===== src/design/nibble_delta_rle_depth_decoder_macros.svh =====
// Assertion helpers used by the decoder module.
`ifndef NIBBLE_DELTA_RLE_DEPTH_DECODER_MACROS_SVH
`define NIBBLE_DELTA_RLE_DEPTH_DECODER_MACROS_SVH

`ifndef NO_ASSERTIONS

`define NDRD_ASSERT_IMP(label, clk, rstn, ante, cons) \
    label: assert property (@(posedge clk) disable iff (!(rstn)) (ante) |-> (cons)) \
        else $error("same-cycle check failed");

`define NDRD_ASSERT_NXT(label, clk, rstn, ante, cons) \
    label: assert property (@(posedge clk) disable iff (!(rstn)) (ante) |=> (cons)) \
        else $error("next-cycle check failed");

`else

`define NDRD_ASSERT_IMP(label, clk, rstn, ante, cons)

`define NDRD_ASSERT_NXT(label, clk, rstn, ante, cons)

`endif

`endif


===== src/design/ndrd_pkg.sv =====
package ndrd_pkg;

    localparam int LIMIT_W = 21;
    localparam int CFG_W   = 21;
    localparam int VALUE_W = 16;

    // Configuration register indexes.
    localparam logic [1:0] CFG_MAX_SHIFT  = 2'd0;
    localparam logic [1:0] CFG_NO_DEPTH   = 2'd1;
    localparam logic [1:0] CFG_PIXEL_LIM  = 2'd2;

    localparam logic [VALUE_W-1:0] MAX_SHIFT_RST = 16'd2047;
    localparam logic [VALUE_W-1:0] NO_DEPTH_RST  = 16'd0;
    localparam logic [LIMIT_W-1:0] PIXEL_LIM_RST = 21'd307200;

    // Opcode nibbles.
    localparam logic [3:0] CODE_FILL = 4'hD;
    localparam logic [3:0] CODE_RUN  = 4'hE;
    localparam logic [3:0] CODE_ESC  = 4'hF;

    localparam logic [VALUE_W-1:0] SMALL_BIAS = 16'd6;
    localparam logic [VALUE_W-1:0] LARGE_BIAS = 16'd64;

    typedef struct packed {
        logic [7:0] data_byte;
        logic       start_frame;
    } ndrd_in_t;

    typedef struct packed {
        logic [VALUE_W-1:0] depth_shift;
        logic               last_of_run;
        logic               overflow;
    } ndrd_out_t;

    typedef enum logic [2:0] {
        PH_OPCODE   = 3'd0,
        PH_COUNT    = 3'd1,
        PH_SELECT   = 3'd2,
        PH_DELTA_LO = 3'd3,
        PH_FULL1    = 3'd4,
        PH_FULL2    = 3'd5,
        PH_FULL3    = 3'd6
    } ndrd_phase_t;

    typedef enum logic [1:0] {
        ST_IDLE,
        ST_NIB,
        ST_RUN,
        ST_FLUSH
    } ndrd_state_t;

    typedef struct packed {
        logic push;
        logic flush;
    } ndrd_ost_ctrl_t;

    typedef struct packed {
        logic ready;
        logic pend_valid;
    } ndrd_ost_stat_t;

endpackage


===== src/design/nibble_delta_rle_depth_decoder.sv =====
// A byte is decoded one nibble per cycle after the accept cycle while the output stage is
// ready and no repeat code is being expanded; its last result waits in the pending register
// and moves to the m_ output register in the flush state. A repeat code emits count+1 copies;
// a new byte waits until the decoder is idle again. At most one result is emitted per cycle.
// Reset: aresetn is synchronous and active low; it restores the register defaults and clears
// the decoder state, pixel counter and output valid flags. No clearing pass is needed.
`include "nibble_delta_rle_depth_decoder_macros.svh"

module nibble_delta_rle_depth_decoder #(
    parameter int COUNT_BITS = 21
) (
    input  logic                            aclk,
    input  logic                            aresetn,
    input  logic                            cfg_wr_en,
    input  logic [1:0]                      cfg_addr,
    input  logic [ndrd_pkg::CFG_W-1:0]      cfg_wdata,
    input  logic                            s_valid,
    output logic                            s_ready,
    input  ndrd_pkg::ndrd_in_t              s_data,
    output logic                            m_valid,
    input  logic                            m_ready,
    output ndrd_pkg::ndrd_out_t             m_data
);

    localparam int CMP_W = (COUNT_BITS > ndrd_pkg::LIMIT_W) ? COUNT_BITS : ndrd_pkg::LIMIT_W;

    logic [ndrd_pkg::VALUE_W-1:0] max_shift_reg;
    logic [ndrd_pkg::VALUE_W-1:0] no_depth_reg;
    logic [ndrd_pkg::LIMIT_W-1:0] pixel_limit_reg;

    ndrd_pkg::ndrd_state_t        state_reg;
    ndrd_pkg::ndrd_state_t        state_next;
    ndrd_pkg::ndrd_phase_t        phase_reg;
    ndrd_pkg::ndrd_phase_t        phase_next;
    logic [10:0]                  partial_reg;
    logic [10:0]                  partial_next;
    logic [ndrd_pkg::VALUE_W-1:0] running_reg;
    logic [ndrd_pkg::VALUE_W-1:0] running_next;
    logic [COUNT_BITS-1:0]        count_reg;
    logic [COUNT_BITS-1:0]        count_next;
    logic                         ovf_seen_reg;
    logic                         ovf_seen_next;
    logic [7:0]                   byte_reg;
    logic [7:0]                   byte_next;
    logic                         nib_sel_reg;
    logic                         nib_sel_next;
    logic [3:0]                   run_cnt_reg;
    logic [3:0]                   run_cnt_next;

    logic [3:0]                   nib;
    logic                         emit_req;
    logic [ndrd_pkg::VALUE_W-1:0] emit_val;
    logic [ndrd_pkg::VALUE_W-1:0] clamp_val;
    logic                         limit_hit;
    logic                         advance;

    ndrd_pkg::ndrd_ost_ctrl_t     ost_ctrl;
    ndrd_pkg::ndrd_ost_stat_t     ost_stat;
    ndrd_pkg::ndrd_out_t          push_data;

    always_ff @(posedge aclk) begin
        if (!aresetn) begin
            max_shift_reg   <= ndrd_pkg::MAX_SHIFT_RST;
            no_depth_reg    <= ndrd_pkg::NO_DEPTH_RST;
            pixel_limit_reg <= ndrd_pkg::PIXEL_LIM_RST;
        end else if (cfg_wr_en) begin
            case (cfg_addr)
                ndrd_pkg::CFG_MAX_SHIFT: max_shift_reg   <= cfg_wdata[ndrd_pkg::VALUE_W-1:0];
                ndrd_pkg::CFG_NO_DEPTH:  no_depth_reg    <= cfg_wdata[ndrd_pkg::VALUE_W-1:0];
                ndrd_pkg::CFG_PIXEL_LIM: pixel_limit_reg <= cfg_wdata[ndrd_pkg::LIMIT_W-1:0];
                default: ;
            endcase
        end
    end

    // The byte shifts left one nibble per step, so the current nibble is always on top.
    assign nib       = byte_reg[7:4];
    assign limit_hit = CMP_W'(count_reg) >= CMP_W'(pixel_limit_reg);
    assign clamp_val = (emit_val >= max_shift_reg) ? no_depth_reg : emit_val;
    assign s_ready   = (state_reg == ndrd_pkg::ST_IDLE);

    always_comb begin
        state_next     = state_reg;
        phase_next     = phase_reg;
        partial_next   = partial_reg;
        running_next   = running_reg;
        count_next     = count_reg;
        ovf_seen_next  = ovf_seen_reg;
        byte_next      = byte_reg;
        nib_sel_next   = nib_sel_reg;
        run_cnt_next   = run_cnt_reg;
        emit_req       = 1'b0;
        emit_val       = running_reg;
        advance        = 1'b0;
        ost_ctrl.flush = 1'b0;

        case (state_reg)
            ndrd_pkg::ST_IDLE: begin
                if (s_valid) begin
                    byte_next    = s_data.data_byte;
                    nib_sel_next = 1'b0;
                    state_next   = ndrd_pkg::ST_NIB;
                    if (s_data.start_frame) begin
                        phase_next    = ndrd_pkg::PH_OPCODE;
                        running_next  = '0;
                        count_next    = '0;
                        ovf_seen_next = 1'b0;
                    end
                end
            end
            ndrd_pkg::ST_NIB: begin
                if (ovf_seen_reg) begin
                    advance = 1'b1;
                end else begin
                    case (phase_reg)
                        ndrd_pkg::PH_COUNT: begin
                            run_cnt_next = nib;
                            phase_next   = ndrd_pkg::PH_OPCODE;
                            state_next   = ndrd_pkg::ST_RUN;
                        end
                        ndrd_pkg::PH_SELECT: begin
                            // The top bit picks the large delta or the full value form.
                            partial_next = {8'd0, nib[2:0]};
                            phase_next   = nib[3] ? ndrd_pkg::PH_DELTA_LO : ndrd_pkg::PH_FULL1;
                            advance      = 1'b1;
                        end
                        ndrd_pkg::PH_DELTA_LO: begin
                            emit_req = 1'b1;
                            emit_val = running_reg + ndrd_pkg::VALUE_W'({partial_reg[2:0], nib})
                                       - ndrd_pkg::LARGE_BIAS;
                            if (ost_stat.ready) begin
                                phase_next = ndrd_pkg::PH_OPCODE;
                                advance    = 1'b1;
                            end
                        end
                        ndrd_pkg::PH_FULL1: begin
                            partial_next = {partial_reg[6:0], nib};
                            phase_next   = ndrd_pkg::PH_FULL2;
                            advance      = 1'b1;
                        end
                        ndrd_pkg::PH_FULL2: begin
                            partial_next = {partial_reg[6:0], nib};
                            phase_next   = ndrd_pkg::PH_FULL3;
                            advance      = 1'b1;
                        end
                        ndrd_pkg::PH_FULL3: begin
                            emit_req = 1'b1;
                            emit_val = {1'b0, partial_reg, nib};
                            if (ost_stat.ready) begin
                                phase_next = ndrd_pkg::PH_OPCODE;
                                advance    = 1'b1;
                            end
                        end
                        default: begin
                            case (nib)
                                ndrd_pkg::CODE_FILL: begin
                                    phase_next = ndrd_pkg::PH_OPCODE;
                                    advance    = 1'b1;
                                end
                                ndrd_pkg::CODE_RUN: begin
                                    phase_next = ndrd_pkg::PH_COUNT;
                                    advance    = 1'b1;
                                end
                                ndrd_pkg::CODE_ESC: begin
                                    phase_next = ndrd_pkg::PH_SELECT;
                                    advance    = 1'b1;
                                end
                                default: begin
                                    emit_req = 1'b1;
                                    emit_val = running_reg + ndrd_pkg::VALUE_W'(nib)
                                               - ndrd_pkg::SMALL_BIAS;
                                    if (ost_stat.ready) begin
                                        phase_next = ndrd_pkg::PH_OPCODE;
                                        advance    = 1'b1;
                                    end
                                end
                            endcase
                        end
                    endcase
                end
            end
            ndrd_pkg::ST_RUN: begin
                if (ovf_seen_reg) begin
                    advance = 1'b1;
                end else begin
                    emit_req = 1'b1;
                    if (ost_stat.ready) begin
                        if (run_cnt_reg == 4'd0) begin
                            advance = 1'b1;
                        end else begin
                            run_cnt_next = run_cnt_reg - 4'd1;
                        end
                    end
                end
            end
            ndrd_pkg::ST_FLUSH: begin
                ost_ctrl.flush = 1'b1;
                if (ost_stat.ready) begin
                    state_next = ndrd_pkg::ST_IDLE;
                end
            end
            default: begin
                state_next = ndrd_pkg::ST_IDLE;
            end
        endcase

        // Once the pixel limit is reached, the one result left is the overflow marker.
        push_data.depth_shift = limit_hit ? '0 : clamp_val;
        push_data.last_of_run = 1'b0;
        push_data.overflow    = limit_hit;
        ost_ctrl.push = emit_req && ost_stat.ready;
        if (ost_ctrl.push) begin
            if (limit_hit) begin
                ovf_seen_next = 1'b1;
                running_next  = emit_val;
            end else begin
                running_next = clamp_val;
                if (count_reg != {COUNT_BITS{1'b1}}) begin
                    count_next = count_reg + COUNT_BITS'(1);
                end
            end
        end

        if (advance) begin
            if (nib_sel_reg) begin
                state_next = ndrd_pkg::ST_FLUSH;
            end else begin
                nib_sel_next = 1'b1;
                byte_next    = {byte_reg[3:0], 4'd0};
                state_next   = ndrd_pkg::ST_NIB;
            end
        end
    end

    always_ff @(posedge aclk) begin
        if (!aresetn) begin
            state_reg    <= ndrd_pkg::ST_IDLE;
            phase_reg    <= ndrd_pkg::PH_OPCODE;
            running_reg  <= '0;
            count_reg    <= '0;
            ovf_seen_reg <= 1'b0;
        end else begin
            state_reg    <= state_next;
            phase_reg    <= phase_next;
            running_reg  <= running_next;
            count_reg    <= count_next;
            ovf_seen_reg <= ovf_seen_next;
        end
        partial_reg <= partial_next;
        byte_reg    <= byte_next;
        nib_sel_reg <= nib_sel_next;
        run_cnt_reg <= run_cnt_next;
    end

    ndrd_out_stage u_out_stage (
        .aclk      (aclk),
        .aresetn   (aresetn),
        .ctrl      (ost_ctrl),
        .push_data (push_data),
        .stat      (ost_stat),
        .m_valid   (m_valid),
        .m_ready   (m_ready),
        .m_data    (m_data)
    );

    `NDRD_ASSERT_NXT(a_start_clears, aclk, aresetn, s_valid && s_ready && s_data.start_frame, count_reg == '0 && !ovf_seen_reg)
    `NDRD_ASSERT_IMP(a_idle_no_pending, aclk, aresetn, state_reg == ndrd_pkg::ST_IDLE, !ost_stat.pend_valid)
    `NDRD_ASSERT_IMP(a_overflow_zero, aclk, aresetn, m_valid && m_data.overflow, m_data.depth_shift == '0)
    `NDRD_ASSERT_NXT(a_dropped_count_holds, aclk, aresetn, ovf_seen_reg && !(s_valid && s_ready), $stable(count_reg))

endmodule


===== src/design/ndrd_out_stage.sv =====
module ndrd_out_stage (
    input  logic                   aclk,
    input  logic                   aresetn,
    input  ndrd_pkg::ndrd_ost_ctrl_t ctrl,
    input  ndrd_pkg::ndrd_out_t    push_data,
    output ndrd_pkg::ndrd_ost_stat_t stat,
    output logic                   m_valid,
    input  logic                   m_ready,
    output ndrd_pkg::ndrd_out_t    m_data
);

    // One result is held back until it is known whether it ends its byte.
    logic                pend_valid_reg;
    logic                pend_valid_next;
    ndrd_pkg::ndrd_out_t pend_data_reg;
    ndrd_pkg::ndrd_out_t pend_data_next;
    logic                out_valid_reg;
    logic                out_valid_next;
    ndrd_pkg::ndrd_out_t out_data_reg;
    ndrd_pkg::ndrd_out_t out_data_next;
    logic                out_free;
    logic                stage_ready;

    assign out_free    = !out_valid_reg || m_ready;
    assign stage_ready = !pend_valid_reg || out_free;

    always_comb begin
        pend_valid_next = pend_valid_reg;
        pend_data_next  = pend_data_reg;
        out_valid_next  = out_valid_reg;
        out_data_next   = out_data_reg;
        if (m_ready) begin
            out_valid_next = 1'b0;
        end
        if (ctrl.push && stage_ready) begin
            if (pend_valid_reg) begin
                out_valid_next            = 1'b1;
                out_data_next             = pend_data_reg;
                out_data_next.last_of_run = 1'b0;
            end
            pend_valid_next = 1'b1;
            pend_data_next  = push_data;
        end else if (ctrl.flush && stage_ready && pend_valid_reg) begin
            out_valid_next            = 1'b1;
            out_data_next             = pend_data_reg;
            out_data_next.last_of_run = 1'b1;
            pend_valid_next           = 1'b0;
        end
    end

    always_ff @(posedge aclk) begin
        if (!aresetn) begin
            pend_valid_reg <= 1'b0;
            out_valid_reg  <= 1'b0;
        end else begin
            pend_valid_reg <= pend_valid_next;
            out_valid_reg  <= out_valid_next;
        end
        pend_data_reg <= pend_data_next;
        out_data_reg  <= out_data_next;
    end

    assign stat.ready      = stage_ready;
    assign stat.pend_valid = pend_valid_reg;
    assign m_valid         = out_valid_reg;
    assign m_data          = out_data_reg;

endmodule

===== config.mk =====
export PLATFORM = sky130hd
export DESIGN_NAME = nibble_delta_rle_depth_decoder
export DESIGN_NICKNAME = d
export VERILOG_FILES = /design/src/design/ndrd_pkg.sv /design/src/design/nibble_delta_rle_depth_decoder.sv /design/src/design/ndrd_out_stage.sv
export VERILOG_INCLUDE_DIRS = /design/src /design/src/design
export SDC_FILE = /design/constraint.sdc
export NUM_CORES = 1
export LEC_CHECK = 0
export ABC_AREA = 0
export BUFFER_PORTS_ARGS = -buffer_cell sky130_fd_sc_hd__buf_2
export CELL_PAD_IN_SITES_DETAIL_PLACEMENT = 0
export CELL_PAD_IN_SITES_GLOBAL_PLACEMENT = 1
export CORE_MARGIN = 5
export CORE_UTILIZATION = 47
export DETAILED_ROUTE_END_ITERATION = 8
export PLACE_DENSITY = 0.85
export SYNTH_ARGS = -nofsm -noshare
export SYNTH_HDL_FRONTEND = slang
export SYNTH_HIERARCHICAL = 1
export SYNTH_SLANG_ARGS = --single-unit

===== constraint.sdc =====
create_clock -name aclk -period 5.53 [get_ports aclk]
set_input_delay 1.106 -clock aclk [delete_from_list [all_inputs] [get_ports aclk]]
set_output_delay 1.106 -clock aclk [all_outputs]
set_load 0.02 [all_outputs]

==> flow_summary.yaml, run 1 <==
outcome:
  outcome: "completed"
sta:
  slew_headroom_pct: 36.9
  fin_crit_sh_pct: 92.8
  final_max_slew_viol_count: 0
  tightestPinTransition_ns: 0.943
  fin_ws_ns: 0.397
  hold_violations: 0
  rsz0062_at_grt: "false"
  finalSetupTns_ns: 0
  layout_min_cycle_time_ns: 5.13
  fmaxAchievable_mhz: 195
  clock_skew_ns: 0.0160
  setup_violations: 0
power:
  powerDensity_nw_per_um2: 605
  p_leak_nw: 4.35
  p_sw_mw: 2.79
  combPwrFrac_pct: 56.2
  power.total_mw: 6.40
  p_int_mw: 3.61
  vdd_drop_max_mv: 0.377
  clock_power_share_pct: 18.3
  swShare_pct: 43.6
  p_seq_share_pct: 25.4
layout:
  final_cell_mix: "nand2_1 (187), dfxtp_1 (107), a21oi_1 (96), nor2_1 (81)"
  register_area_um2: 3640
  layout_commonest_cell: "nand2_1"
  design_area_um2: 10600
  multiInputGateArea_um2: 5240
  nets: 1268
  n_fill_cell: 1860
  antenna_cells: 0
  drive_above_1_share_pct: 12.0
  syn2layout_area_growth_pct: 12.5
route:
  avgRoutedWirePerCell_um: 18.8
  firstDrtPassIters: 7
  drc: 0
  drt-vias-per-instance: 5.77
  initialDrtViolationCount: 634
  antenna_left: 0
  vias: 8278
  wirelength_um: 27000
synth:
  avgSynthCellArea_um2: 8.49
  synth_warnings: 6
  synthesis.area_um2: 9410
  synth_cells: 1108
  synthesis.nets: 1219
floorplanning:
  die_x_um: 152
  core-area_um2: 19600
  ios: 57
  dieHeight_um: 152
  die_area_um2: 23000
  rows: 51
  initial_core_util_pct: 48.0
clock_network:
  cts_tree: "yes"
  clock_sinks: 157
  ctsHoldBuffers: 0
  clock_latency_ns: 0.43
  h-tree-depth: 4
  clkSlewWorstSetupHoldPaths_ns: 0.07
  clockBufferDepth: 2
  root_buffer: "clkbuf_16"
  cts_buffers: 17
global_routing:
  grt_start_max_net_pins: 55
  antenna_found_initial: 0
  grt_pass1_vias: 7657
  overflow: 0
  grt_pass1_wl_um: 42000
  grt.total_usage_pct: 23.9
critical_path:
  start_kind: "register"
  cp.required_ns: 5.81
  crit_arrival_ns: 5.41
  rr_endpoint: "running_reg[2]"
  r2r-start: "running_reg[2]"
  worst-r2r-cell-count: 22
  critPathCapture: "running_reg[2]"
  critPathCaptureType: "register"
  critical_path_class: "register to register"
  crit_start: "running_reg[2]"
  rrSetupSlack_ns: 0.40
  critPathMaxFanout: 17
place:
  place_ws_ns: 0.296
  hpwlAfterDp_um: 20400
  dpl_cell_area_um2: 9970
  portBuffers: 56
  gp_congestion: 0.932
job:
  max_cap_violations: 0
worst_hold_path:
  hp-class: "register to register"
critical path, stage by stage (launching register included):
cell,delay (ns)
dfxtp_1,0.34
ha_1,0.42
nand2b_1,0.20
nor2b_1,0.13
ha_1,0.21
o31a_4,0.35
o41ai_4,0.34
o31ai_1,0.13
mux2i_1,0.23
a211o_1,0.14
o211ai_1,0.08
a31oi_1,0.29
o21bai_1,0.14
ha_1,0.21
a2111oi_1,0.42
o21ai_0,0.15
nor2_1,0.12
nand2_1,0.06
a21oi_1,0.19
or2_4,0.30
nor2_1,0.17
a222oi_1,0.29
nor2_1,0.08
power groups by stage:
stage / Clock (mW) / Sequential [mW] / Combinational, mW
final: 1.17 / 1.63 / 3.60
after global routing: 1.24 / 1.64 / 3.96
after CTS: 1.19 / 1.63 / 3.47
after detailed placement: 0 / 1.65 / 3.45
after global placement: 0 / 1.65 / 3.41
after floorplan: 0 / 1.61 / 2.62
repair_timing:
| item | 4_1_cts | 5_1_grt |
|---|---|---|
| setup buffers | 0 | 2 |
| resized for setup | 0 | 4 |
| setup endpoints to repair | 0 | 14 |
layout make-up:
class                           instances  share of cell area (%)
Multi-Input combinational cell        819                    49.5
Sequential cell                       157                    34.4
Timing Repair Buffer                   85                    4.70
Clock buffer                           18                    4.05
Tap cell                              265                    3.13
Inverter                               77                    2.73
Clock inverter                         14                    1.47
worst min-delay path by stage:
stage / from / to / slack, ns / depth (start not counted)
CTS: u_out_stage/pend_data_reg[7] / u_out_stage/m_data[7] / 0.42 / 0
global placement: u_out_stage/pend_data_reg[5] / u_out_stage/m_data[5] / 0.40 / 0
floorplan: u_out_stage/pend_data_reg[0] / u_out_stage/m_data[0] / 0.40 / 0
global route: u_out_stage/pend_data_reg[7] / u_out_stage/m_data[7] / 0.42 / 0
finish: u_out_stage/pend_data_reg[7] / u_out_stage/m_data[7] / 0.42 / 0
detailed placement: u_out_stage/pend_data_reg[7] / u_out_stage/m_data[7] / 0.40 / 0
metrics by stage:
| step | utilization [%] | hold slack [ns] | instances |
|---|---|---|---|
| floorplan | - | 0.400 | 1108 |
| global placement | 50.9 | 0.402 | 1401 |
| detailed placement | 50.9 | 0.405 | 1401 |
| CTS | 53.9 | 0.418 | 1433 |
| global route | 54.0 | 0.425 | 1435 |
| finish | 54.0 | 0.416 | 1435 |
metal layers:
metal / vias up / part of all wire, % / GRT usage, % / wire (um)
li1: 4038 / - / - / -
met1: 3894 / 45 / 33.0 / 12100
met2: 293 / 46 / 38.0 / 12300
met3: 53 / 6.7 / 3.96 / 1810
met4: 0 / 2.9 / 8.04 / 788
met5: - / 0 / 0 / 0
Note: power is estimated with default switching activity, not from simulation.
==> run 2: changes to the inputs <==
CORE_ASPECT_RATIO = 1.75   (was default)
HOLD_SLACK_MARGIN = 0.08   (was default)
==> flow_summary.yaml, run 2 (same netlist as run 1, synthesis figures left out) <==
outcome:
  outcome: "completed"
critical_path:
  crit_buf_inv: 0
  r2r-start: "running_reg[2]"
  worst-r2r-cell-count: 21
  crit_cells: 21
  slowest_delay_ns: 0.44
  critical_path_class: "register to register"
  cp.required_ns: 5.68
  crit_arrival_ns: 5.32
  critPathMaxFanout: 17
  critPathCaptureType: "register"
  path_cells: "ha_1 -> xor2_1 -> ha_1 -> a211oi_1 -> o21ai_1 -> a41oi_1 -> o21ai_1 -> xor2_1 -> a221oi_1 -> a2111o_1 -> nand2_1 -> ha_1 -> a2111oi_1 -> o21ai_0 -> nor2_1 -> nand2_1 -> a21oi_2 -> or2_4 -> mux2i_1 -> o31a_1 -> nor2_1"
  crit_top_cell: "ha_1"
  slowest_stage: "a2111oi_1"
  start_kind: "register"
  crit_family: "compound AO/OA/AOI/OAI gates"
  crit_start: "running_reg[2]"
clock_network:
  clockBufferDepth: 2
  h-tree-depth: 4
  cts-resized-gates: 0
  clock_latency_ns: 0.43
  clock_sinks: 157
  cts_tree: "yes"
  root_buffer: "clkbuf_16"
  cts_buffers: 17
  cts_setup_buffers: 0
  ctsHoldBuffers: 0
  clkSlewWorstSetupHoldPaths_ns: 0.06
floorplanning:
  die_x_um: 117
  dieHeight_um: 197
  rows: 68
  die_area_um2: 23100
  core-area_um2: 19700
  initial_core_util_pct: 47.7
  ios: 57
worst_hold_path:
  hold_path_depth: 0
  hp-class: "register to register"
  hp-start: "u_out_stage/pend_data_reg[8]"
place:
  dp_cells: 1375
  place_ws_ns: 0.150
  gp_congestion: 0.980
  hpwlAfterDp_um: 21000
  portBuffers: 56
layout:
  antenna_cells: 0
  syn2layout_area_growth_pct: 12.0
  nets: 1260
  final_cell_mix: "nand2_1 (187), dfxtp_1 (107), a21oi_1 (95), nor2_1 (82)"
  drive_above_1_share_pct: 11.2
  layout_commonest_cell: "nand2_1"
  stdcell_count: 1407
  final_core_util_pct: 53.4
global_routing:
  grt_start_max_net_pins: 55
  grt.total_usage_pct: 23.9
  antenna_found_initial: 0
  overflow: 0
  grt_pass1_vias: 8011
  grt_pass1_wl_um: 42700
sta:
  fin_ws_ns: 0.358
  rsz0062_at_grt: "false"
  finalSetupTns_ns: 0
  final_max_slew_viol_count: 0
  setup_violations: 0
  clock_skew_ns: 0.00956
  fmaxAchievable_mhz: 193
  tightestPinTransition_ns: 1.19
  layout_min_cycle_time_ns: 5.17
  hold_violations: 0
  slew_headroom_pct: 20.1
  fin_crit_sh_pct: 93.5
job:
  max_cap_violations: 0
power:
  vdd_drop_max_mv: 0.475
  p_leak_nw: 4.32
  powerDensity_nw_per_um2: 608
route:
  avgRoutedWirePerCell_um: 19.2
  drc: 0
  drt-vias-per-instance: 5.81
  wirelength_um: 27000
  antenna_left: 0
  firstDrtPassIters: 6
  vias: 8172
  initialDrtViolationCount: 453
run 2: power by group:
part	internal (mW)	total, mW	switching (mW)
registers	1.49	1.63	0.132
clock network	0.756	1.24	0.484
logic	1.36	3.55	2.19
total	3.61	6.41	2.80
run 2: per-stage QoR:
step	instance area (um2)	hold WS (ns)	power, mW
6_report	10500	0.411	6.41
3_3_place_gp	9910	0.406	5.08
4_1_cts	10500	0.411	6.37
2_1_floorplan	9410	0.400	4.23
5_1_grt	10500	0.422	6.84
3_5_place_dp	9910	0.405	5.11
run 2: area by class of cell:
cell class                      count  area, um2
Sequential cell                   157       3640
Inverter                           77        289
Clock inverter                     14        193
Fill cell                        1958       9200
Tap cell                          245        307
Clock buffer                       18        429
Timing Repair Buffer               77        438
Multi-Input combinational cell    819       5240
run 2: worst paths after layout:
kind,end,slack (ns)
max reg2reg,u_out_stage/pend_data_reg[17],0.36
min reg2reg,u_out_stage/m_data[8],0.41
min,u_out_stage/m_data[8],0.41
max,u_out_stage/pend_data_reg[17],0.36
run 2: layer usage:
metal	wire length [um]	vias to the layer above	GRT usage, %
li1	-	4020	-
met1	10300	3866	25.9
met2	14400	206	44.2
met3	863	80	2.76
met4	1410	0	12.3
met5	0	-	0
